`src/rtl/vhcj_pkg.sv`:
```
// Shared types, constants and helpers for the voxel hash colour jitter block.
package vhcj_pkg;

    localparam int POS_W        = 10;
    localparam int Q16_W        = 17;
    localparam int BYTE_W       = 8;
    localparam int WORD_W       = 32;
    localparam int CFG_IDX_W    = 3;
    localparam int N_LANE       = 4;
    localparam int CLIP_DIM_DEF = 1024;

    localparam logic [Q16_W-1:0] FULL_Q16 = 17'h10000;

    // coordinate mixers and the two finalizer multipliers
    localparam logic [WORD_W-1:0] HASH_MX = 32'h8da6b343;
    localparam logic [WORD_W-1:0] HASH_MY = 32'hd8163841;
    localparam logic [WORD_W-1:0] HASH_MZ = 32'hcb1ab31f;
    localparam logic [WORD_W-1:0] HASH_M1 = 32'h7feb352d;
    localparam logic [WORD_W-1:0] HASH_M2 = 32'h846ca68b;

    // per channel seed offset: red, green, blue, roughness
    localparam logic [WORD_W-1:0] SEED_OFS [N_LANE] = '{32'd0, 32'd71, 32'd149, 32'd227};

    typedef enum logic [CFG_IDX_W-1:0] {
        CFG_HASH_SEED = 3'd0,
        CFG_COLOUR_AMT = 3'd1,
        CFG_ROUGH_AMT = 3'd2,
        CFG_ORIGIN_X = 3'd3,
        CFG_ORIGIN_Y = 3'd4,
        CFG_ORIGIN_Z = 3'd5
    } t_cfg_idx;

    typedef struct packed {
        logic [POS_W-1:0]  pos_x;
        logic [POS_W-1:0]  pos_y;
        logic [POS_W-1:0]  pos_z;
        logic [Q16_W-1:0]  strength;
        logic [BYTE_W-1:0] base_red;
        logic [BYTE_W-1:0] base_green;
        logic [BYTE_W-1:0] base_blue;
        logic [BYTE_W-1:0] base_rough;
    } t_in_word;

    typedef struct packed {
        logic [BYTE_W-1:0] out_red;
        logic [BYTE_W-1:0] out_green;
        logic [BYTE_W-1:0] out_blue;
        logic [BYTE_W-1:0] out_rough;
        logic              kept_base;
    } t_out_word;

    // front end to lanes
    typedef struct packed {
        logic                          valid;
        logic [WORD_W-1:0]             mix;
        logic [Q16_W-1:0]              col_amt;
        logic [Q16_W-1:0]              rough_amt;
        logic [N_LANE-1:0][BYTE_W-1:0] base;
        logic                          kept;
    } t_front;

    // lane to merge stage
    typedef struct packed {
        logic              valid;
        logic              kept;
        logic [BYTE_W-1:0] value;
    } t_lane_out;

    function automatic logic [Q16_W-1:0] sat_q16(input logic [Q16_W-1:0] v);
        sat_q16 = (v > FULL_Q16) ? FULL_Q16 : v;
    endfunction

endpackage

```
`src/rtl/vhcj_lane.sv`:
```
// One channel lane: hash finalizer, signed unit scaling, floor and clamp.
module vhcj_lane
    import vhcj_pkg::*;
(
    input  logic              i_clk,
    input  logic              i_rst_n,
    input  logic              i_en,
    input  logic              i_valid,
    input  logic [WORD_W-1:0] i_mix,
    input  logic [WORD_W-1:0] i_seed,
    input  logic [Q16_W-1:0]  i_amt,
    input  logic [BYTE_W-1:0] i_base,
    input  logic              i_kept,
    output t_lane_out         o_lane
);

    localparam int PROD_W = WORD_W + Q16_W;   // signed unit times amount
    localparam int TOT_W  = 58;               // room for base<<47 plus delta
    localparam int FRAC   = 47;

    logic [4:0]                r_v;
    logic [WORD_W-1:0]         r_m1;
    logic [WORD_W-1:0]         r_m2;
    logic signed [PROD_W-1:0]  r_prod;
    logic signed [TOT_W-1:0]   r_dlt;
    logic [BYTE_W-1:0]         r_byte;
    logic [Q16_W-1:0]          r_amt1;
    logic [Q16_W-1:0]          r_amt2;
    logic [3:0][BYTE_W-1:0]    r_base;
    logic [4:0]                r_kept;

    logic [WORD_W-1:0]         n_m1;
    logic [WORD_W-1:0]         n_m2;
    logic signed [PROD_W-1:0]  n_prod;
    logic signed [TOT_W-1:0]   n_dlt;
    logic [BYTE_W-1:0]         n_byte;

    always_comb begin
        logic [WORD_W-1:0] x;
        logic [WORD_W-1:0] y;
        logic [WORD_W-1:0] h;
        logic signed [WORD_W-1:0] u;
        x      = i_mix ^ i_seed;
        x      = x ^ (x >> 16);
        n_m1   = x * HASH_M1;
        y      = r_m1 ^ (r_m1 >> 15);
        n_m2   = y * HASH_M2;
        h      = r_m2 ^ (r_m2 >> 16);
        // h - 2^31 as Q1.31
        u      = signed'({~h[WORD_W-1], h[WORD_W-2:0]});
        n_prod = PROD_W'(u) * PROD_W'(signed'({1'b0, r_amt2}));
        // times 255
        n_dlt  = (TOT_W'(r_prod) <<< 8) - TOT_W'(r_prod);
    end

    always_comb begin
        logic signed [TOT_W-1:0] tot;
        logic [TOT_W-FRAC-1:0]   q;
        tot = signed'({3'b000, r_base[3], FRAC'(0)}) + r_dlt;
        q   = tot[TOT_W-1:FRAC];
        if (tot[TOT_W-1]) begin
            n_byte = '0;
        end else if (q > (TOT_W-FRAC)'(255)) begin
            n_byte = 8'hff;
        end else begin
            n_byte = q[BYTE_W-1:0];
        end
        if (r_kept[3]) begin
            n_byte = r_base[3];
        end
    end

    always_ff @(posedge i_clk) begin
        if (!i_rst_n) begin
            r_v <= '0;
        end else if (i_en) begin
            r_v <= {r_v[3:0], i_valid};
        end
    end

    always_ff @(posedge i_clk) begin
        if (i_en) begin
            r_m1   <= n_m1;
            r_m2   <= n_m2;
            r_prod <= n_prod;
            r_dlt  <= n_dlt;
            r_byte <= n_byte;
            r_amt1 <= i_amt;
            r_amt2 <= r_amt1;
            r_base <= {r_base[2:0], i_base};
            r_kept <= {r_kept[3:0], i_kept};
        end
    end

    assign o_lane.valid = r_v[4];
    assign o_lane.kept  = r_kept[4];
    assign o_lane.value = r_byte;

    a_zero_amt: assert property (@(posedge i_clk) disable iff (!i_rst_n)
        i_en && r_v[1] && (r_amt2 == '0) |=> (r_prod == '0))
        else $error("zero amount gave a nonzero jitter product");

endmodule

```
`config.mk`:
```
export PLATFORM = sky130hd
export DESIGN_NAME = vhcj_lane
export DESIGN_NICKNAME = d
export VERILOG_FILES = /design/src/rtl/vhcj_pkg.sv /design/src/rtl/vhcj_lane.sv
export SDC_FILE = /design/constraint.sdc
export NUM_CORES = 2
export LEC_CHECK = 0
export BUFFER_PORTS_ARGS = -buffer_cell sky130_fd_sc_hd__buf_2
export CELL_PAD_IN_SITES_DETAIL_PLACEMENT = 2
export CELL_PAD_IN_SITES_GLOBAL_PLACEMENT = 2
export CORE_MARGIN = 4
export CORE_UTILIZATION = 47
export DETAILED_ROUTE_END_ITERATION = 16
export PLACE_DENSITY_LB_ADDON = 0.1
export REMOVE_ABC_BUFFERS = 1
export SLEW_MARGIN = 20
export SYNTH_ARGS = -nofsm -noshare
export SYNTH_HDL_FRONTEND = slang
export SYNTH_SLANG_ARGS = --single-unit
```
`constraint.sdc`:
```
create_clock -name i_clk -period 11.8 [get_ports i_clk]
set_clock_uncertainty 0.15 [all_clocks]
set_input_delay 1.18 -clock i_clk [delete_from_list [all_inputs] [get_ports i_clk]]
set_output_delay 1.18 -clock i_clk [all_outputs]
set_load 0.01 [all_outputs]
```
==> metrics <==
status=finished, final reports clean; reg2reg end=r_prod[47]; crit-path max FO=11; reg2reg setup slack=3440 ps; largest net degree at the start of global routing=76; Post-CTS Resized=0; detailed placer's ending HPWL=122 mm; simple-gate share of the synthesized area=9.55%; clk slew on worst S/H paths=60 ps; layout cells sized above 1=5.40%; WP data required=11950 ps; crit path buf inv count=9; DR vias=31408; total gr overflow=0; measured slew at the worst slew-check pin=1150 ps; CP arrival=8570 ps; largest family of logic cells by synthesized area=adder cells; Synth top area share=39.3%; Mapped Cells=4453; final setup vio count=0; placed insts=5769; delay-heaviest family, CP=adder cells; WL final=146 mm; RSZ-0062 raised after global routing=false; Fillers=9858; Die ar.=100000 sq um; Fin Setup TNS=0 ps; fin. max-slew vios=0; final worst slack=3380 ps; num ports=104; synthesized area=44800 sq um; Antenna Nets Post-Route=0; synth top area cells=fa_1 (39%), ha_1 (15%), edfxtp_1 (14%); Syn Area/Cell=10.1 sq um; fin nets=6056; Seq cells post-synth=208; Core Area=94900 sq um; cell taking the most area after synthesis=fa_1; cells on worst reg2reg path=22; clock root buffer=clkbuf_16; relative slew slack=22.6%; WL/cell=25.0 um; max frequency=119 MHz; Tmin final=8420 ps; Crit Path Class=in -> reg; row count=113; Layout area overhead=7.18%; Slowest cell on crit path=xor2_1; Post-synth EDFFs=203; DR pass1 iterations=5; worst hold path cell count=0; CP Capture Type=register; complex-gate fraction of the synthesized area=5.56%; asr flop ratio synth=0%; GP Congestion=0.881; Die H=317 um; via/cell ratio=5.39; unique cell type count in the Yosys netlist=79; DP Worst Slack=2900 ps; worst hold path class=reg -> reg; H-tree depth=1; total track usage=29.7%; clock latency on the worst-skew pair=580 ps; Worst Hold Path EP=r_kept[2]; fin util=50.6%; Worst setup SP type=primary input; XOR/XNOR Fraction of Synth Area=5.19%; Hold Path Origin=r_kept[1]; Synth Area in Adders=54.6%; FF-to-FF Start=r_m2[29]; most common cell after layout, fill and taps aside=inv_1; initial antenna violation count=8; CP max stage delay=580 ps; TritonCTS clock tree=done; CP dominant cell by count=inv_1; final hold violation count=0; post-route insts no fill=5825; Seq/Total Area, Yosys=13.8%; clock tree buffer depth=3; Hold-fix buffers, CTS=0; Post-CTS Setup Repair Bufs=0; number of global-route vias before repair=38894; Post-route DRC=0; CTS buffer count=28; max cap viols=0; first-pass GRT wire length=225 mm; multiplexer share of the synthesized area=0.204%; period utilization=71.3%; PortBufs=103; most frequent cells in the layout=inv_1 (1212), fa_1 (879), ha_1 (548); DRT iter0 DRCs=1547; Warnings, synthesis=0; clock sinks=208; Most used DFF post-synth=edfxtp_1; die width=317 um; Initial Utilization=47.2%
-- worst reg2reg max path, delay by kind of cell (launching register included) --
kind,cells,cell delay [ps]
adder cells (fa/ha/maj),7,3190
flip-flops,1,1040
buffers and inverters,4,270
AND/OR/NAND/NOR,3,690
XOR/XNOR,1,910
AO/OA/AOI/OAI,7,1940
-- through the flow --
step           cell area (sq um)  hold slack (ps)
2_1_floorplan              44400              250
3_3_place_gp               47000              251
3_5_place_dp               47000              256
4_1_cts                    48000              266
5_1_grt                    48000              276
6_report                   48000              264
-- flip-flops by register name (all words and copies together) (netlist names) --
register and flops:
r_amt1 17, r_amt2 17, r_base 32, r_byte 8, r_dlt 11, r_kept 5, r_m1 32, r_m2 32
r_prod 49, r_v 5
-- area by class of cell --
class	instances	area, sq um	share of cell area (%)
multi-input cells	2920	33800	70.3
repair buffers	165	998	2.08
clock inverters	19	188	0.391
well taps	1265	1580	3.29
flip-flops and latches	208	6200	12.9
diodes	3	7.51	0.0156
clock buffers	33	741	1.54
inverters	1212	4550	9.47
-- cells in the mapped netlist (21+ instances only) --
cell type	n
a21o_1	51
a21oi_1	114
and2_1	287
clkbuf_1	111
edfxtp_1	203
fa_1	879
ha_1	548
inv_1	1212
nand2_1	315
nand2b_1	28
nand3_1	30
nor2_1	77
o21ai_0	65
o21bai_1	21
xnor2_1	184
xor2_1	79
-- worst max-delay path by stage --
stage	endpoint	depth (start not counted)	startpoint	slack, ps
detailed placement	r_m1[31]	27	i_seed[20]	2900
finish	r_m1[29]	27	i_seed[20]	3380
floorplan	r_m1[31]	25	i_seed[20]	3870
CTS	r_m1[29]	27	i_seed[19]	3410
global placement	r_m1[28]	21	i_seed[27]	3280
global route	r_m1[29]	27	i_seed[18]	3070
-- per-layer routing --
metal	up-vias	routed length, um	GRT usage (%)
met5	-	21	0
met4	4	5460	10.4
met3	288	4970	3.58
met2	627	77800	55.6
met1	16804	57300	35.1
li1	13685	-	-
-- kinds of logic (layout without fill, tap and decap cells) --
group                    count (synthesis)  in the layout
adder cells (fa/ha/maj)               1427           1427
buffers and inverters                 1325           1429
AND/OR/NAND/NOR                        843            843
AO/OA/AOI/OAI                          377            377
XOR/XNOR                               264            264
flip-flops                             208            208
multiplexers                             9              9
other                                    0              3
Power is left out: the tool's default activity adds up to more than one toggle a clock period on the data nets, which glitch-free logic cannot reach.
