==> config.mk <==
export PLATFORM = sky130hd
export DESIGN_NAME = vhcj_front
export DESIGN_NICKNAME = d
export VERILOG_FILES = /design/src/rtl/vhcj_pkg.sv /design/src/rtl/vhcj_front.sv
export SDC_FILE = /design/constraint.sdc
export NUM_CORES = 2
export LEC_CHECK = 0
export ABC_CLOCK_PERIOD_IN_PS = 19220
export BUFFER_PORTS_ARGS = -buffer_cell sky130_fd_sc_hd__buf_2
export CAP_MARGIN = 10
export CORE_ASPECT_RATIO = 1.5
export CORE_MARGIN = 1.5
export CORE_UTILIZATION = 45
export CTS_CLUSTER_DIAMETER = 40
export CTS_CLUSTER_SIZE = 28
export DETAILED_ROUTE_END_ITERATION = 16
export HOLD_SLACK_MARGIN = 0.08
export MAX_ROUTING_LAYER = met4
export PLACE_DENSITY = 0.69
export SYNTH_ARGS = -nofsm -noshare
export SYNTH_HDL_FRONTEND = slang
export SYNTH_SLANG_ARGS = --single-unit
==> constraint.sdc <==
create_clock -name i_clk -period 19.22 [get_ports i_clk]
set_input_delay 4.805 -clock i_clk [delete_from_list [all_inputs] [get_ports i_clk]]
set_output_delay 4.805 -clock i_clk [all_outputs]
set_load 0.01 [all_outputs]
==> src/rtl/vhcj_pkg.sv <==
// Shared types, constants and helpers for the voxel hash colour jitter block.
package vhcj_pkg;

    localparam int POS_W        = 10;
    localparam int Q16_W        = 17;
    localparam int BYTE_W       = 8;
    localparam int WORD_W       = 32;
    localparam int CFG_IDX_W    = 3;
    localparam int N_LANE       = 4;
    localparam int CLIP_DIM_DEF = 1024;

    localparam logic [Q16_W-1:0] FULL_Q16 = 17'h10000;

    // coordinate mixers and the two finalizer multipliers
    localparam logic [WORD_W-1:0] HASH_MX = 32'h8da6b343;
    localparam logic [WORD_W-1:0] HASH_MY = 32'hd8163841;
    localparam logic [WORD_W-1:0] HASH_MZ = 32'hcb1ab31f;
    localparam logic [WORD_W-1:0] HASH_M1 = 32'h7feb352d;
    localparam logic [WORD_W-1:0] HASH_M2 = 32'h846ca68b;

    // per channel seed offset: red, green, blue, roughness
    localparam logic [WORD_W-1:0] SEED_OFS [N_LANE] = '{32'd0, 32'd71, 32'd149, 32'd227};

    typedef enum logic [CFG_IDX_W-1:0] {
        CFG_HASH_SEED = 3'd0,
        CFG_COLOUR_AMT = 3'd1,
        CFG_ROUGH_AMT = 3'd2,
        CFG_ORIGIN_X = 3'd3,
        CFG_ORIGIN_Y = 3'd4,
        CFG_ORIGIN_Z = 3'd5
    } t_cfg_idx;

    typedef struct packed {
        logic [POS_W-1:0]  pos_x;
        logic [POS_W-1:0]  pos_y;
        logic [POS_W-1:0]  pos_z;
        logic [Q16_W-1:0]  strength;
        logic [BYTE_W-1:0] base_red;
        logic [BYTE_W-1:0] base_green;
        logic [BYTE_W-1:0] base_blue;
        logic [BYTE_W-1:0] base_rough;
    } t_in_word;

    typedef struct packed {
        logic [BYTE_W-1:0] out_red;
        logic [BYTE_W-1:0] out_green;
        logic [BYTE_W-1:0] out_blue;
        logic [BYTE_W-1:0] out_rough;
        logic              kept_base;
    } t_out_word;

    // front end to lanes
    typedef struct packed {
        logic                          valid;
        logic [WORD_W-1:0]             mix;
        logic [Q16_W-1:0]              col_amt;
        logic [Q16_W-1:0]              rough_amt;
        logic [N_LANE-1:0][BYTE_W-1:0] base;
        logic                          kept;
    } t_front;

    // lane to merge stage
    typedef struct packed {
        logic              valid;
        logic              kept;
        logic [BYTE_W-1:0] value;
    } t_lane_out;

    function automatic logic [Q16_W-1:0] sat_q16(input logic [Q16_W-1:0] v);
        sat_q16 = (v > FULL_Q16) ? FULL_Q16 : v;
    endfunction

endpackage

==> src/rtl/vhcj_front.sv <==
// Shared front end: clip wrap, world coordinates, coordinate mix and channel amounts.
module vhcj_front
    import vhcj_pkg::*;
#(
    parameter int CLIP_DIM = CLIP_DIM_DEF
) (
    input  logic              i_clk,
    input  logic              i_rst_n,
    input  logic              i_en,
    input  logic              i_valid,
    input  t_in_word          i_word,
    input  logic [WORD_W-1:0] i_origin_x,
    input  logic [WORD_W-1:0] i_origin_y,
    input  logic [WORD_W-1:0] i_origin_z,
    input  logic [Q16_W-1:0]  i_colour_amt,
    input  logic [Q16_W-1:0]  i_rough_amt,
    output t_front            o_front
);

    localparam int RCP_SH = 20;
    localparam int PRD_W  = POS_W + RCP_SH;
    localparam logic [RCP_SH-1:0] RCP   = RCP_SH'((1 << RCP_SH) / CLIP_DIM);
    localparam logic [WORD_W-1:0] DIM32 = WORD_W'(CLIP_DIM);

    // stage 1: captured word
    logic [3:0]                    r_v;
    logic [2:0][POS_W-1:0]         r1_pos;
    logic [Q16_W-1:0]              r1_st;
    logic [N_LANE-1:0][BYTE_W-1:0] r1_base;
    logic                          r1_kept;
    // stage 2: quotient estimate, amounts
    logic [2:0][POS_W-1:0]         r2_pos;
    logic [2:0][POS_W-1:0]         r2_q;
    logic [Q16_W-1:0]              r2_ca;
    logic [Q16_W-1:0]              r2_ra;
    logic [N_LANE-1:0][BYTE_W-1:0] r2_base;
    logic                          r2_kept;
    // stage 3: world coordinates
    logic [2:0][WORD_W-1:0]        r3_w;
    logic [Q16_W-1:0]              r3_ca;
    logic [Q16_W-1:0]              r3_ra;
    logic [N_LANE-1:0][BYTE_W-1:0] r3_base;
    logic                          r3_kept;
    // stage 4: mixed coordinates
    logic [WORD_W-1:0]             r4_mix;
    logic [Q16_W-1:0]              r4_ca;
    logic [Q16_W-1:0]              r4_ra;
    logic [N_LANE-1:0][BYTE_W-1:0] r4_base;
    logic                          r4_kept;

    logic [2:0][POS_W-1:0]         n_q;
    logic [2:0][WORD_W-1:0]        n_w;
    logic [Q16_W-1:0]              n_ca;
    logic [Q16_W-1:0]              n_ra;
    logic [WORD_W-1:0]             n_mix;
    logic [2:0][WORD_W-1:0]        origin;

    assign origin = {i_origin_z, i_origin_y, i_origin_x};

    always_comb begin
        logic [PRD_W-1:0]  prd;
        logic [WORD_W-1:0] qd;
        logic [POS_W-1:0]  rem;
        for (int a = 0; a < 3; a++) begin
            // reciprocal estimate, low by at most one
            prd    = PRD_W'(r1_pos[a]) * PRD_W'(RCP);
            n_q[a] = prd[PRD_W-1:RCP_SH];
            qd     = WORD_W'(r2_q[a]) * DIM32;
            rem    = r2_pos[a] - qd[POS_W-1:0];
            if (WORD_W'(rem) >= DIM32) begin
                rem = rem - DIM32[POS_W-1:0];
            end
            n_w[a] = origin[a] + WORD_W'(rem);
        end
    end

    assign n_ca = Q16_W'((34'(sat_q16(i_colour_amt)) * 34'(r1_st)) >> 16);
    assign n_ra = Q16_W'((34'(sat_q16(i_rough_amt)) * 34'(r1_st)) >> 16);
    assign n_mix = (r3_w[0] * HASH_MX) ^ (r3_w[1] * HASH_MY) ^ (r3_w[2] * HASH_MZ);

    always_ff @(posedge i_clk) begin
        if (!i_rst_n) begin
            r_v <= '0;
        end else if (i_en) begin
            r_v <= {r_v[2:0], i_valid};
        end
    end

    always_ff @(posedge i_clk) begin
        if (i_en) begin
            r1_pos  <= {i_word.pos_z, i_word.pos_y, i_word.pos_x};
            r1_st   <= sat_q16(i_word.strength);
            r1_base <= {i_word.base_rough, i_word.base_blue, i_word.base_green,
                        i_word.base_red};
            r1_kept <= (i_word.strength == '0);

            r2_pos  <= r1_pos;
            r2_q    <= n_q;
            r2_ca   <= n_ca;
            r2_ra   <= n_ra;
            r2_base <= r1_base;
            r2_kept <= r1_kept;

            r3_w    <= n_w;
            r3_ca   <= r2_ca;
            r3_ra   <= r2_ra;
            r3_base <= r2_base;
            r3_kept <= r2_kept;

            r4_mix  <= n_mix;
            r4_ca   <= r3_ca;
            r4_ra   <= r3_ra;
            r4_base <= r3_base;
            r4_kept <= r3_kept;
        end
    end

    assign o_front.valid     = r_v[3];
    assign o_front.mix       = r4_mix;
    assign o_front.col_amt   = r4_ca;
    assign o_front.rough_amt = r4_ra;
    assign o_front.base      = r4_base;
    assign o_front.kept      = r4_kept;

    a_valid_moves: assert property (@(posedge i_clk) disable iff (!i_rst_n)
        i_en && r_v[0] |=> r_v[1])
        else $error("front valid lost between stage 1 and 2");

endmodule

==> flow_metrics.py <==
metrics = {
    "logic_synthesis": {
        "async_reset_ff_share_pct": 0,
        "synthesis.yosys.warnings": 0,
        "synth_fp_nets": 7087,
        "syn_inst": 5155,
        "synth.top_cell.area_share_pct": 32.3,
        "synth_area_per_cell_um2": 11.0,
        "postSynth.topFlopCell": "edfxtp_1",
        "synth.lib_cells_used.distinct": 73,
        "synthDominantAreaCellType": "fa_1",
        "ys_top_cells_by_count": "inv_1 (1282), fa_1 (915), ha_1 (804)",
        "mappedNetlistArea_um2": 56700,
        "yosys.cell_count.top_type": "inv_1",
        "yosysSeqAreaShare_pct": 23.4,
        "synth_area_leaders": "fa_1 (32%), edfxtp_1 (23%), ha_1 (18%)",
        "yosys_register_bits": 443,
        "synth_enable_flop_cells": 439,
    },
    "worst_hold_path": {
        "worstHoldStart": "r3_base[27]",
        "timing.hold.worst.class": "reg2reg",
        "timing.hold.worst_endpoint": "o_front[28]",
        "worst_hold_path.num_cells": 0,
    },
    "status": {
        "status": "complete, no violations",
    },
    "drt": {
        "post_drt_via_cell_ratio": 5.05,
        "detail_route.drc_violations": 0,
        "postRouteAntennaNets": 0,
        "drt_iter0_drc": 1430,
        "finalWirelength_mm": 140,
        "dr.pass1.iters": 5,
        "routed_wire_length_per_instance_um": 19.6,
        "detailroute.via_count": 36100,
    },
    "floorplan": {
        "floorplan.die.height_um": 438,
        "initial_utilization_pct": 45.3,
        "area_enclosed_by_the_die_boundary_um2": 128000,
        "dieWidth_um": 293,
        "placement_rows": 159,
        "ios": 313,
        "placeableCoreArea_um2": 125000,
    },
    "setup_path": {
        "ff2ff_path_depth": 22,
        "worst_ep_arrival_time_ns": 12.03,
        "ff2ff_setup_slack_ns": 11.32,
        "worstSetupPathType": "in2reg",
        "max_fo_critical_path": 24,
        "worstSetupEndpointType": "register",
        "critical_path_required_ns": 19.59,
        "crit-reg2reg-capture": "r4_mix[30]",
        "startpoint_type": "primary input",
        "reg2reg_from": "r3_w[5]",
    },
    "place": {
        "gp_congestion": 0.990,
        "place_area_um2": 60300,
        "port_buffers": 312,
        "dp_hpwl_mm": 119,
        "worst_slack_at_placement_ns": 6.89,
    },
    "global_routing": {
        "number_of_antenna_violations_at_the_first_check_in_global_routing": 23,
        "number_of_global_route_vias_before_repair": 40300,
        "pin_count_of_the_biggest_net_entering_global_routing": 126,
        "grt_usage_pct": 23.4,
        "grt_first_pass_wirelength_mm": 221,
        "grt_overflow": 0,
    },
    "sta": {
        "max_clock_freq_mhz": 85.8,
        "timing.clock.skew_ns": 0.0487,
        "slew_viol_final": 0,
        "rsz0062_at_grt": "false",
        "setup_violations_final": 0,
        "measured_slew_at_the_worst_slew_check_pin_ns": 1.17,
        "hold_viol_final": 0,
        "worst_slack_ns": 7.56,
        "max-slew-margin-rel_pct": 21.4,
        "finalCriticalPeriod_ns": 11.66,
        "summed_negative_setup_slack_over_all_endpoints_ns": 0,
        "final_min_period_over_clock_period_pct": 60.7,
    },
    "layout": {
        "number_of_nets_in_the_layout": 7408,
        "final_layout_size_suffix_gt1_share_pct": 9.05,
        "layout.cell_area.non_filler_um2": 62400,
        "layout_overhead_on_the_synthesized_area_pct": 9.99,
    },
    "run": {
        "drv_cap": 0,
    },
    "clocking": {
        "clkSlewWorstSetupHoldPaths_ns": 0.06,
        "hold_buffers": 0,
        "tritoncts_num_sinks": 443,
        "tritoncts": "done",
        "max-clock-path-buffers": 3,
        "clock_tree.root_cell": "clkbuf_16",
        "postCtsSetupRepairBufs": 0,
        "clock_insertion_delay_worst_skew_ns": 0.68,
        "cts_repair_resize_count": 0,
        "cts-buffers-inserted": 55,
        "clock_tree.htree_level_count": 2,
    },
}
worst max path at each step:
stage	from	end	slack [ns]	cells after the start
final	i_colour_amt[16]	r2_ca[16]	7.56	27
after floorplan	i_rough_amt[6]	r2_ra[16]	7.63	26
after detailed placement	i_colour_amt[16]	r2_ca[16]	6.89	27
after CTS	i_colour_amt[16]	r2_ca[16]	7.57	27
after global routing	i_colour_amt[16]	r2_ca[16]	7.09	27
after global placement	i_colour_amt[16]	r2_ca[16]	6.96	27
critical path, stage by stage:
cell,delay [ns]
buf_2,0.38
inv_1,0.07
a41oi_1,0.64
nor2b_1,0.10
buf_4,0.23
and2_1,0.19
fa_1,0.54
inv_1,0.05
fa_1,0.47
fa_1,0.52
fa_1,0.54
inv_1,0.05
fa_1,0.47
inv_1,0.04
fa_1,0.47
inv_1,0.04
ha_1,0.29
a21o_1,0.20
a2111o_1,0.45
nand3_1,0.13
a21boi_1,0.13
o211ai_1,0.24
a31oi_1,0.14
o21a_1,0.23
or2_1,0.25
a211oi_1,0.26
xnor2_1,0.09
layout by cell type (no fill, tap or decap), drive strengths merged, types with 6 or more instances in the layout:
cell | Yosys | routed
a211oi | 8 | 8
a21boi | 11 | 11
a21o | 53 | 53
a21oi | 93 | 93
a41oi | 6 | 6
and2 | 256 | 256
and3 | 20 | 20
buf | 4 | 363
clkbuf | 95 | 56
clkinv | 0 | 17
clkinvlp | 0 | 7
diode | 0 | 19
edfxtp | 439 | 439
fa | 915 | 915
ha | 804 | 804
inv | 1282 | 1304
nand2 | 395 | 395
nand2b | 21 | 21
nand3 | 37 | 37
nand4 | 7 | 7
nor2 | 103 | 103
nor2b | 70 | 70
nor3 | 24 | 24
nor4 | 14 | 14
o211ai | 6 | 6
o21a | 16 | 16
o21ai | 58 | 58
o21bai | 10 | 10
xnor2 | 287 | 287
xor2 | 62 | 62
sequential cells by signal, summed over array words and instances, names as in the netlist, 30 cells and up:
register	flops
o_front	32
r2_base	32
r1_pos	30
r3_w	96
r1_base	32
r3_base	32
r2_pos	30
r4_mix	32
area by class of cell:
| cell class | instances | area [um^2] |
|---|---|---|
| diodes | 19 | 47.5 |
| repair buffers | 363 | 1950 |
| clock inverters | 48 | 633 |
| fillers | 11300 | 62800 |
| well taps | 1610 | 2010 |
| flip-flops and latches | 443 | 13300 |
| multi-input cells | 3331 | 38300 |
| clock buffers | 56 | 1380 |
| inverters | 1282 | 4810 |
metrics by stage:
| stage | utilization, % | std cells | hold slack, ns |
|---|---|---|---|
| floorplan | - | 5155 | 0.400 |
| global placement | 48.2 | 7029 | 0.400 |
| detailed placement | 48.2 | 7029 | 0.405 |
| CTS | 49.8 | 7133 | 0.406 |
| global route | 49.8 | 7152 | 0.414 |
| finish | 49.8 | 7152 | 0.395 |
kinds of logic after synthesis:
family | Yosys count | synth area share (%)
DFF | 443 | 23.4
AOI/OAI and AO/OA | 296 | 3.57
adders and majority gates | 1719 | 50.1
and+or+nand+nor | 962 | 8.33
buffers and inverters | 1381 | 9.16
muxes | 4 | 0.0706
xor gates and xnor gates | 350 | 5.43
metal layers:
layer	routed length, um	share of wire, %	vias up	GRT usage, %
met1	48200	34	18200	23.6
met4	8270	5.9	0	11.7
li1	-	-	16600	-
met3	6640	4.7	348	3.31
met5	0	0	-	-
met2	76800	55	897	43.9
Power is left out: the tool's default activity adds up to more than one toggle a clock period on the data nets, which glitch-free logic cannot reach.
