==> config.mk <==
export PLATFORM = sky130hd
export DESIGN_NAME = vhcj_merge
export DESIGN_NICKNAME = d
export VERILOG_FILES = /design/src/rtl/vhcj_pkg.sv /design/src/rtl/vhcj_merge.sv
export SDC_FILE = /design/constraint.sdc
export NUM_CORES = 1
export LEC_CHECK = 0
export ABC_AREA = 0
export ABC_CLOCK_PERIOD_IN_PS = 1900
export BUFFER_PORTS_ARGS = -buffer_cell sky130_fd_sc_hd__buf_2
export CELL_PAD_IN_SITES_DETAIL_PLACEMENT = 0
export CELL_PAD_IN_SITES_GLOBAL_PLACEMENT = 1
export CORE_UTILIZATION = 30
export DETAILED_ROUTE_END_ITERATION = 10
export GPL_TIMING_DRIVEN = 0
export PLACE_DENSITY_LB_ADDON = 0.1
export SYNTH_ARGS = -nofsm -noshare
export SYNTH_HDL_FRONTEND = slang
export SYNTH_SLANG_ARGS = --single-unit
export TNS_END_PERCENT = 30
==> constraint.sdc <==
create_clock -name i_clk -period 1.9 [get_ports i_clk]
set_clock_uncertainty 0.15 [all_clocks]
set_input_delay 0.19 -clock i_clk [delete_from_list [all_inputs] [get_ports i_clk]]
set_output_delay 0.19 -clock i_clk [all_outputs]
set_load 0.02 [all_outputs]
==> src/rtl/vhcj_pkg.sv <==
// Shared types, constants and helpers for the voxel hash colour jitter block.
package vhcj_pkg;

    localparam int POS_W        = 10;
    localparam int Q16_W        = 17;
    localparam int BYTE_W       = 8;
    localparam int WORD_W       = 32;
    localparam int CFG_IDX_W    = 3;
    localparam int N_LANE       = 4;
    localparam int CLIP_DIM_DEF = 1024;

    localparam logic [Q16_W-1:0] FULL_Q16 = 17'h10000;

    // coordinate mixers and the two finalizer multipliers
    localparam logic [WORD_W-1:0] HASH_MX = 32'h8da6b343;
    localparam logic [WORD_W-1:0] HASH_MY = 32'hd8163841;
    localparam logic [WORD_W-1:0] HASH_MZ = 32'hcb1ab31f;
    localparam logic [WORD_W-1:0] HASH_M1 = 32'h7feb352d;
    localparam logic [WORD_W-1:0] HASH_M2 = 32'h846ca68b;

    // per channel seed offset: red, green, blue, roughness
    localparam logic [WORD_W-1:0] SEED_OFS [N_LANE] = '{32'd0, 32'd71, 32'd149, 32'd227};

    typedef enum logic [CFG_IDX_W-1:0] {
        CFG_HASH_SEED = 3'd0,
        CFG_COLOUR_AMT = 3'd1,
        CFG_ROUGH_AMT = 3'd2,
        CFG_ORIGIN_X = 3'd3,
        CFG_ORIGIN_Y = 3'd4,
        CFG_ORIGIN_Z = 3'd5
    } t_cfg_idx;

    typedef struct packed {
        logic [POS_W-1:0]  pos_x;
        logic [POS_W-1:0]  pos_y;
        logic [POS_W-1:0]  pos_z;
        logic [Q16_W-1:0]  strength;
        logic [BYTE_W-1:0] base_red;
        logic [BYTE_W-1:0] base_green;
        logic [BYTE_W-1:0] base_blue;
        logic [BYTE_W-1:0] base_rough;
    } t_in_word;

    typedef struct packed {
        logic [BYTE_W-1:0] out_red;
        logic [BYTE_W-1:0] out_green;
        logic [BYTE_W-1:0] out_blue;
        logic [BYTE_W-1:0] out_rough;
        logic              kept_base;
    } t_out_word;

    // front end to lanes
    typedef struct packed {
        logic                          valid;
        logic [WORD_W-1:0]             mix;
        logic [Q16_W-1:0]              col_amt;
        logic [Q16_W-1:0]              rough_amt;
        logic [N_LANE-1:0][BYTE_W-1:0] base;
        logic                          kept;
    } t_front;

    // lane to merge stage
    typedef struct packed {
        logic              valid;
        logic              kept;
        logic [BYTE_W-1:0] value;
    } t_lane_out;

    function automatic logic [Q16_W-1:0] sat_q16(input logic [Q16_W-1:0] v);
        sat_q16 = (v > FULL_Q16) ? FULL_Q16 : v;
    endfunction

endpackage

==> src/rtl/vhcj_merge.sv <==
// Merge stage: gathers the lane bytes into the output word register, drives the pipe enable.
module vhcj_merge
    import vhcj_pkg::*;
(
    input  logic                        i_clk,
    input  logic                        i_rst_n,
    input  t_lane_out [N_LANE-1:0]      i_lane,
    input  logic                        i_stall,
    output logic                        o_en,
    output logic                        o_valid,
    output t_out_word                   o_word
);

    logic      r_valid;
    t_out_word r_word;
    t_out_word n_word;

    // whole pipe advances unless a finished word is held
    assign o_en = !r_valid || !i_stall;

    always_comb begin
        n_word.out_red   = i_lane[0].value;
        n_word.out_green = i_lane[1].value;
        n_word.out_blue  = i_lane[2].value;
        n_word.out_rough = i_lane[3].value;
        n_word.kept_base = i_lane[0].kept;
    end

    always_ff @(posedge i_clk) begin
        if (!i_rst_n) begin
            r_valid <= 1'b0;
        end else if (o_en) begin
            r_valid <= i_lane[0].valid;
        end
    end

    always_ff @(posedge i_clk) begin
        if (o_en) begin
            r_word <= n_word;
        end
    end

    assign o_valid = r_valid;
    assign o_word  = r_word;

    a_lanes_aligned: assert property (@(posedge i_clk) disable iff (!i_rst_n)
        (i_lane[0].valid == i_lane[N_LANE-1].valid) && (i_lane[0].kept == i_lane[1].kept
         || !i_lane[0].valid))
        else $error("lanes out of step");

    a_word_lands: assert property (@(posedge i_clk) disable iff (!i_rst_n)
        o_en && i_lane[0].valid |=> o_valid)
        else $error("lane word not registered at output");

endmodule

==> out/metrics.cfg, run 1 <==
[outcome]
outcome=completed

[yosys]
simple_gate_share_of_the_synthesized_area=0.00976
post_synth_inst_count=37
complex_gate_fraction_of_the_synthesized_area=0.00488
synth_fp_nets=80
synthXorXnorAreaFrac=0
synth.top_cells.by_count=33 x edfxtp_1, 1 x a21oi_1, 1 x dfxtp_1, 1 x nand2_1, 1 x nor2b_1
yosys-top-cells-area=edfxtp_1 97%, dfxtp_1 2.0%, nor2b_1 0.61%, a21oi_1 0.49%, nand2_1 0.37%
synth_top_flop_cell=edfxtp_1
synth-seq-area-share=0.985
ys_seq_elements=34
synth_top_family_by_area=simple AND/OR/NAND/NOR gates
synth_warnings=0
synth_top_cell_area_share=0.966
post_synth_fa_ha_maj_area_fraction=0
synthMuxAreaShare=0
ys_types=5
synth.cell_area_mm2=0.00103
number_of_enable_flip_flop_cells_after_synthesis=33
post-synth-top-area-cell=edfxtp_1
ys_async_sr_fraction=0
yosysMostFrequentCell=edfxtp_1
syn-mean-instance-area_um2=27.7

[clock_network]
cts.sinks=34
h_tree_lvls=2
maximum_count_of_clock_buffers_along_a_single_path=2
cts_made_buffers=5
tritoncts=yes
worst_skew_pair.late_latency_ps=320
cts.root.buffer_cell=clkbuf_4
cts.reportedPaths.clkPinSlew_ps=100

[floorplan]
start_util=0.325
design.core.area_mm2=0.00315
io-pin-count=78
die_h_um=60.5
placementRows=20
die_width_um=60.5
die_area_mm2=0.00366

[setup_path]
critical_path_peak_fanout=34
reg2reg_depth=3
worst_r2r_endpoint=o_valid$_SDFFE_PN0P_
worstSetupEndpointType=primary output
cp.required_ps=1560
crit_path_start_kind=flip-flop
worst-endpoint-arrival_ps=1280
rrSetupSlack_ps=540
path_class=flip-flop to primary output
r2r-start=o_valid$_SDFFE_PN0P_

[timing]
layout_worst_path_cycle_share=0.851
worst-slew-pin-transition_ps=427
post-route-min-period_ps=1620
grt_setup_unrepaired=false
timing.max_slew.rel_slack=0.715
final_hold_viol_count=0
report.final.slew_viol_count=0
finalHoldWorstSlack_ps=326
setup-violations-final=0
setup_tns_ps=0
fmaxAchievable_mhz=619
layout_setup_ws_ps=284

[finish]
finish.cell_count_without_fillers=195
antennaDiodeCount=0
flow.area_growth_from_synthesis_pct=80.6
nets=193
post_route_cells_drive_above_1_share=0.517
fin_area_mm2=0.00185

[worst_hold_path]
worstHoldPathCells=2
holdCritPathClass=input port to flip-flop
min_to=o_word[17]$_DFFE_PP_
min-delay-start=i_stall

[power]
powerDensity_mw_per_mm2=817
vdd_ir_drop_max_mv=0.361
p_leak_nw=0.821

[grt]
antenna_violations_before_repair=0
pin_count_of_the_biggest_net_entering_global_routing=35
grt_remaining_overflow=0
overall_global_routing_usage=0.127
wire_length_of_the_first_global_routing_pass_mm=3.17
via_count_of_the_first_global_routing_pass=756

[detailed_routing]
num_vias=762
postRouteWirelength_mm=2.19
wire_length_per_cell_um=11.2
remaining_drc_errors=0
detailedRoute.firstIterationViolations=10
detailedRoute.firstPassIterationCount=3
routed_via_count_divided_by_cell_count=3.91
postRouteAntennaNets=0

[place]
port_buffers=71
place_area_mm2=0.00144
globalplace.congestion=0.633
numPlacedInstances=152
place_ws_ps=-118

[flow_run]
number_of_max_capacitance_violations_reported=0

==> sequential cells by signal (all words and copies together), names as in the netlist <==
register	flops
o_word	33
o_valid	1
==> stage by stage <==
stage / total power [W] / util
after global routing: 0.00158 / 0.588
after detailed placement: 0.00107 / 0.456
after global placement: 0.00107 / 0.456
after CTS: 0.00153 / 0.588
after floorplan: 0.000989 / -
final: 0.00151 / 0.588
==> worst max path at each step <==
stage / from / end / slack (ps) / cells past startpoint
floorplan: o_valid$_SDFFE_PN0P_ / o_word[0]$_DFFE_PP_ / 70 / 1
global placement: o_valid$_SDFFE_PN0P_ / o_en / -70 / 2
detailed placement: o_valid$_SDFFE_PN0P_ / o_en / -120 / 2
CTS: o_valid$_SDFFE_PN0P_ / o_en / 250 / 2
global route: o_valid$_SDFFE_PN0P_ / o_en / 180 / 2
finish: o_valid$_SDFFE_PN0P_ / o_en / 280 / 2
==> what timing repair did <==
action | 4_1_cts | 5_1_grt
buffers inserted | 0 | 0
gates resized for setup | 2 | 0
hold buffers | 35 | 0
hold endpoints to repair | 34 | 0
endpoints found under the setup margin | 1 | 0
==> where the power goes <==
part | internal (W) | total [W] | switching [W]
combinational | 0.000107 | 0.000221 | 0.000114
clock | 0.000183 | 0.000402 | 0.000219
sequential | 0.000878 | 0.000891 | 0.0000126
==> final cells by class <==
class | count | area, µm²
multi-input combinational | 3 | 22.5
clock buffer | 8 | 58.8
sequential | 34 | 1010
timing repair buffer | 106 | 706
fill | 262 | 1300
tap | 44 | 55.1
==> layer usage <==
layer  global-route usage  part of all wire  vias up
li1                     -                 -      372
met1                0.123              0.39      337
met2                0.229              0.50       47
met3               0.0469             0.087        6
met4               0.0779             0.020        0
met5                    0                 0        -
==> placed cells by master (no fill, tap or decap) <==
master	netlist	layout
clkbuf_4	0	5
a21oi_1	1	1
dfxtp_1	1	1
clkbuf_8	0	1
buf_2	0	71
clkbuf_1	0	2
nor2b_1	1	1
edfxtp_1	33	33
nand2_4	0	1
dlygate4sd3_1	0	35
==> critical path: stages (launching register included) <==
cell,delay [ps]
dfxtp_1,360
nand2_4,350
buf_2,250
==> cells by family after synthesis <==
group	count (synthesis)
flip-flops	34
AND/OR/NAND/NOR	2
AO/OA/AOI/OAI	1
Power figures use the tool's default switching activity.
==> inputs of run 2 (changes only) <==
- ABC_CLOCK_PERIOD_IN_PS: 1900 -> 2100
- CORE_UTILIZATION: 30 -> 32
- clock period: 1.9 -> 2.1 ns (I/O delays scaled with it)
==> out/metrics.cfg, run 2 (synthesis gave the netlist of run 1 again) <==
[outcome]
outcome=completed

[place]
place_ws_ps=105
hpwlAfterDp_mm=1.30
port_buffers=71
globalplace.congestion=0.614

[finish]
most_used_cells_in_the_layout_excluding_fill_and_tap_cells=71 x buf_2, 35 x dlygate4sd3_1, 33 x edfxtp_1, 5 x clkbuf_4
post_route_cells_drive_above_1_share=0.517
antennaDiodeCount=0
flow.area_growth_from_synthesis_pct=79.3
number_of_flip_flops_in_the_largest_register=33
n_fill_cell=258
final_common_cell=buf_2
nets=193

[floorplan]
die_area_mm2=0.00344
die_h_um=58.6
io-pin-count=78
die_width_um=58.6
placementRows=20
start_util=0.336
design.core.area_mm2=0.00305

[detailed_routing]
detailedRoute.firstIterationViolations=10
detailedRoute.firstPassIterationCount=3
num_vias=763
postRouteAntennaNets=0
postRouteWirelength_mm=2.17
routed_via_count_divided_by_cell_count=3.91
wire_length_per_cell_um=11.1
remaining_drc_errors=0

[grt]
grt_use_met3=0.0571
grt-busiest-layer=met2
met2_usage=0.238
wire_length_of_the_first_global_routing_pass_mm=3.24
overall_global_routing_usage=0.137
via_count_of_the_first_global_routing_pass=745
grt_remaining_overflow=0
pin_count_of_the_biggest_net_entering_global_routing=35
global_route.usage.met1=0.131
antenna_violations_before_repair=0

[setup_path]
worst_r2r_endpoint=o_word[7]$_DFFE_PP_
r2r-start=o_valid$_SDFFE_PN0P_
cp.required_ps=1740
path_class=flip-flop to primary output
crit_path_start_kind=flip-flop
rrSetupSlack_ps=680
worst-endpoint-arrival_ps=1520
worstSetupEndpointType=primary output
critical_path_peak_fanout=34
reg2reg_depth=1

[timing]
setup_tns_ps=0
report.final.slew_viol_count=0
fmaxAchievable_mhz=532
worst-slew-pin-transition_ps=751
grt_setup_unrepaired=false
timing.max_slew.rel_slack=0.498
final_hold_viol_count=0
layout_worst_path_cycle_share=0.895
setup-violations-final=0
post-route-min-period_ps=1880
layout_setup_ws_ps=221

[clock_network]
maximum_count_of_clock_buffers_along_a_single_path=2
cts_post_setup_buffers_inserted=0
cts.root.buffer_cell=clkbuf_4
cts_made_buffers=5
tritoncts=yes
cts.sinks=34
cts.reportedPaths.clkPinSlew_ps=90
h_tree_lvls=2
worst_skew_pair.late_latency_ps=320

[worst_hold_path]
worstHoldPathCells=2
min_to=o_word[3]$_DFFE_PP_
min-delay-start=i_lane[32]
holdCritPathClass=input port to flip-flop

[flow_run]
number_of_max_capacitance_violations_reported=0

[power]
power.clock.fraction=0.242
p_leak_nw=0.812
power_report.internal_total_w=0.00102
switching_power_w=0.000308
powerDensity_mw_per_mm2=721
power.combinational.fraction=0.150
switching_share=0.233
fraction_of_power_consumed_by_sequential_logic=0.608
vdd_ir_drop_max_mv=0.437

[run 2: cell types whose count changed in the layout (fill, tap and decap cells not counted), sizes merged]
cell / change
clkinv: +2
clkbuf: -2
[run 2: worst max path at each step]
stage | start | end | slack [ps] | depth (start not counted)
6_report | o_valid$_SDFFE_PN0P_ | o_en | 220 | 2
5_1_grt | o_valid$_SDFFE_PN0P_ | o_en | 110 | 2
3_5_place_dp | i_stall | o_en | 110 | 3
4_1_cts | o_valid$_SDFFE_PN0P_ | o_en | 190 | 2
2_1_floorplan | o_valid$_SDFFE_PN0P_ | o_word[0]$_DFFE_PP_ | 270 | 1
3_3_place_gp | i_stall | o_en | 120 | 3
[run 2: final cells by class]
cell class              count  area (µm²)  share of cell area
well taps                  44        55.1              0.0299
flip-flops and latches     34        1010               0.550
clock buffers               6        41.3              0.0224
multi-input cells           3        17.5             0.00952
repair buffers            106         706               0.384
clock inverters             2        8.76             0.00476
[run 2: stage by stage]
stage / util / cells / hold slack, ps / instance area, µm² / power, W
floorplan: - / 37 / 159 / 1030 / 0.000895
global placement: 0.470 / 152 / 237 / 1440 / 0.000968
detailed placement: 0.470 / 152 / 238 / 1440 / 0.000971
CTS: 0.602 / 195 / 420 / 1840 / 0.00134
global route: 0.602 / 195 / 413 / 1840 / 0.00139
finish: 0.602 / 195 / 439 / 1840 / 0.00133
[run 2: metal layers]
| metal | part of all wire | vias to the layer above |
|---|---|---|
| li1 | - | 373 |
| met1 | 0.35 | 340 |
| met2 | 0.55 | 44 |
| met3 | 0.084 | 6 |
| met4 | 0.019 | 0 |
| met5 | 0 | - |
[run 2: what timing repair did]
action	CTS	global route
endpoints found under the hold margin	34	0
hold buffers	35	0
resized for setup	1	0
setup endpoints to repair	1	0
[run 2: power by group through the flow]
stage	registers [W]	logic, W	clock network [W]
final	0.000805	0.000199	0.000321
after global routing	0.000810	0.000213	0.000364
after CTS	0.000806	0.000199	0.000337
after detailed placement	0.000822	0.000149	0
after global placement	0.000820	0.000148	0
after floorplan	0.000884	0.0000106	0
[run 2: critical path, cell delays in order, from the launching register on]
cell	delay, ps
dfxtp_1	330
nand2_2	550
buf_2	290
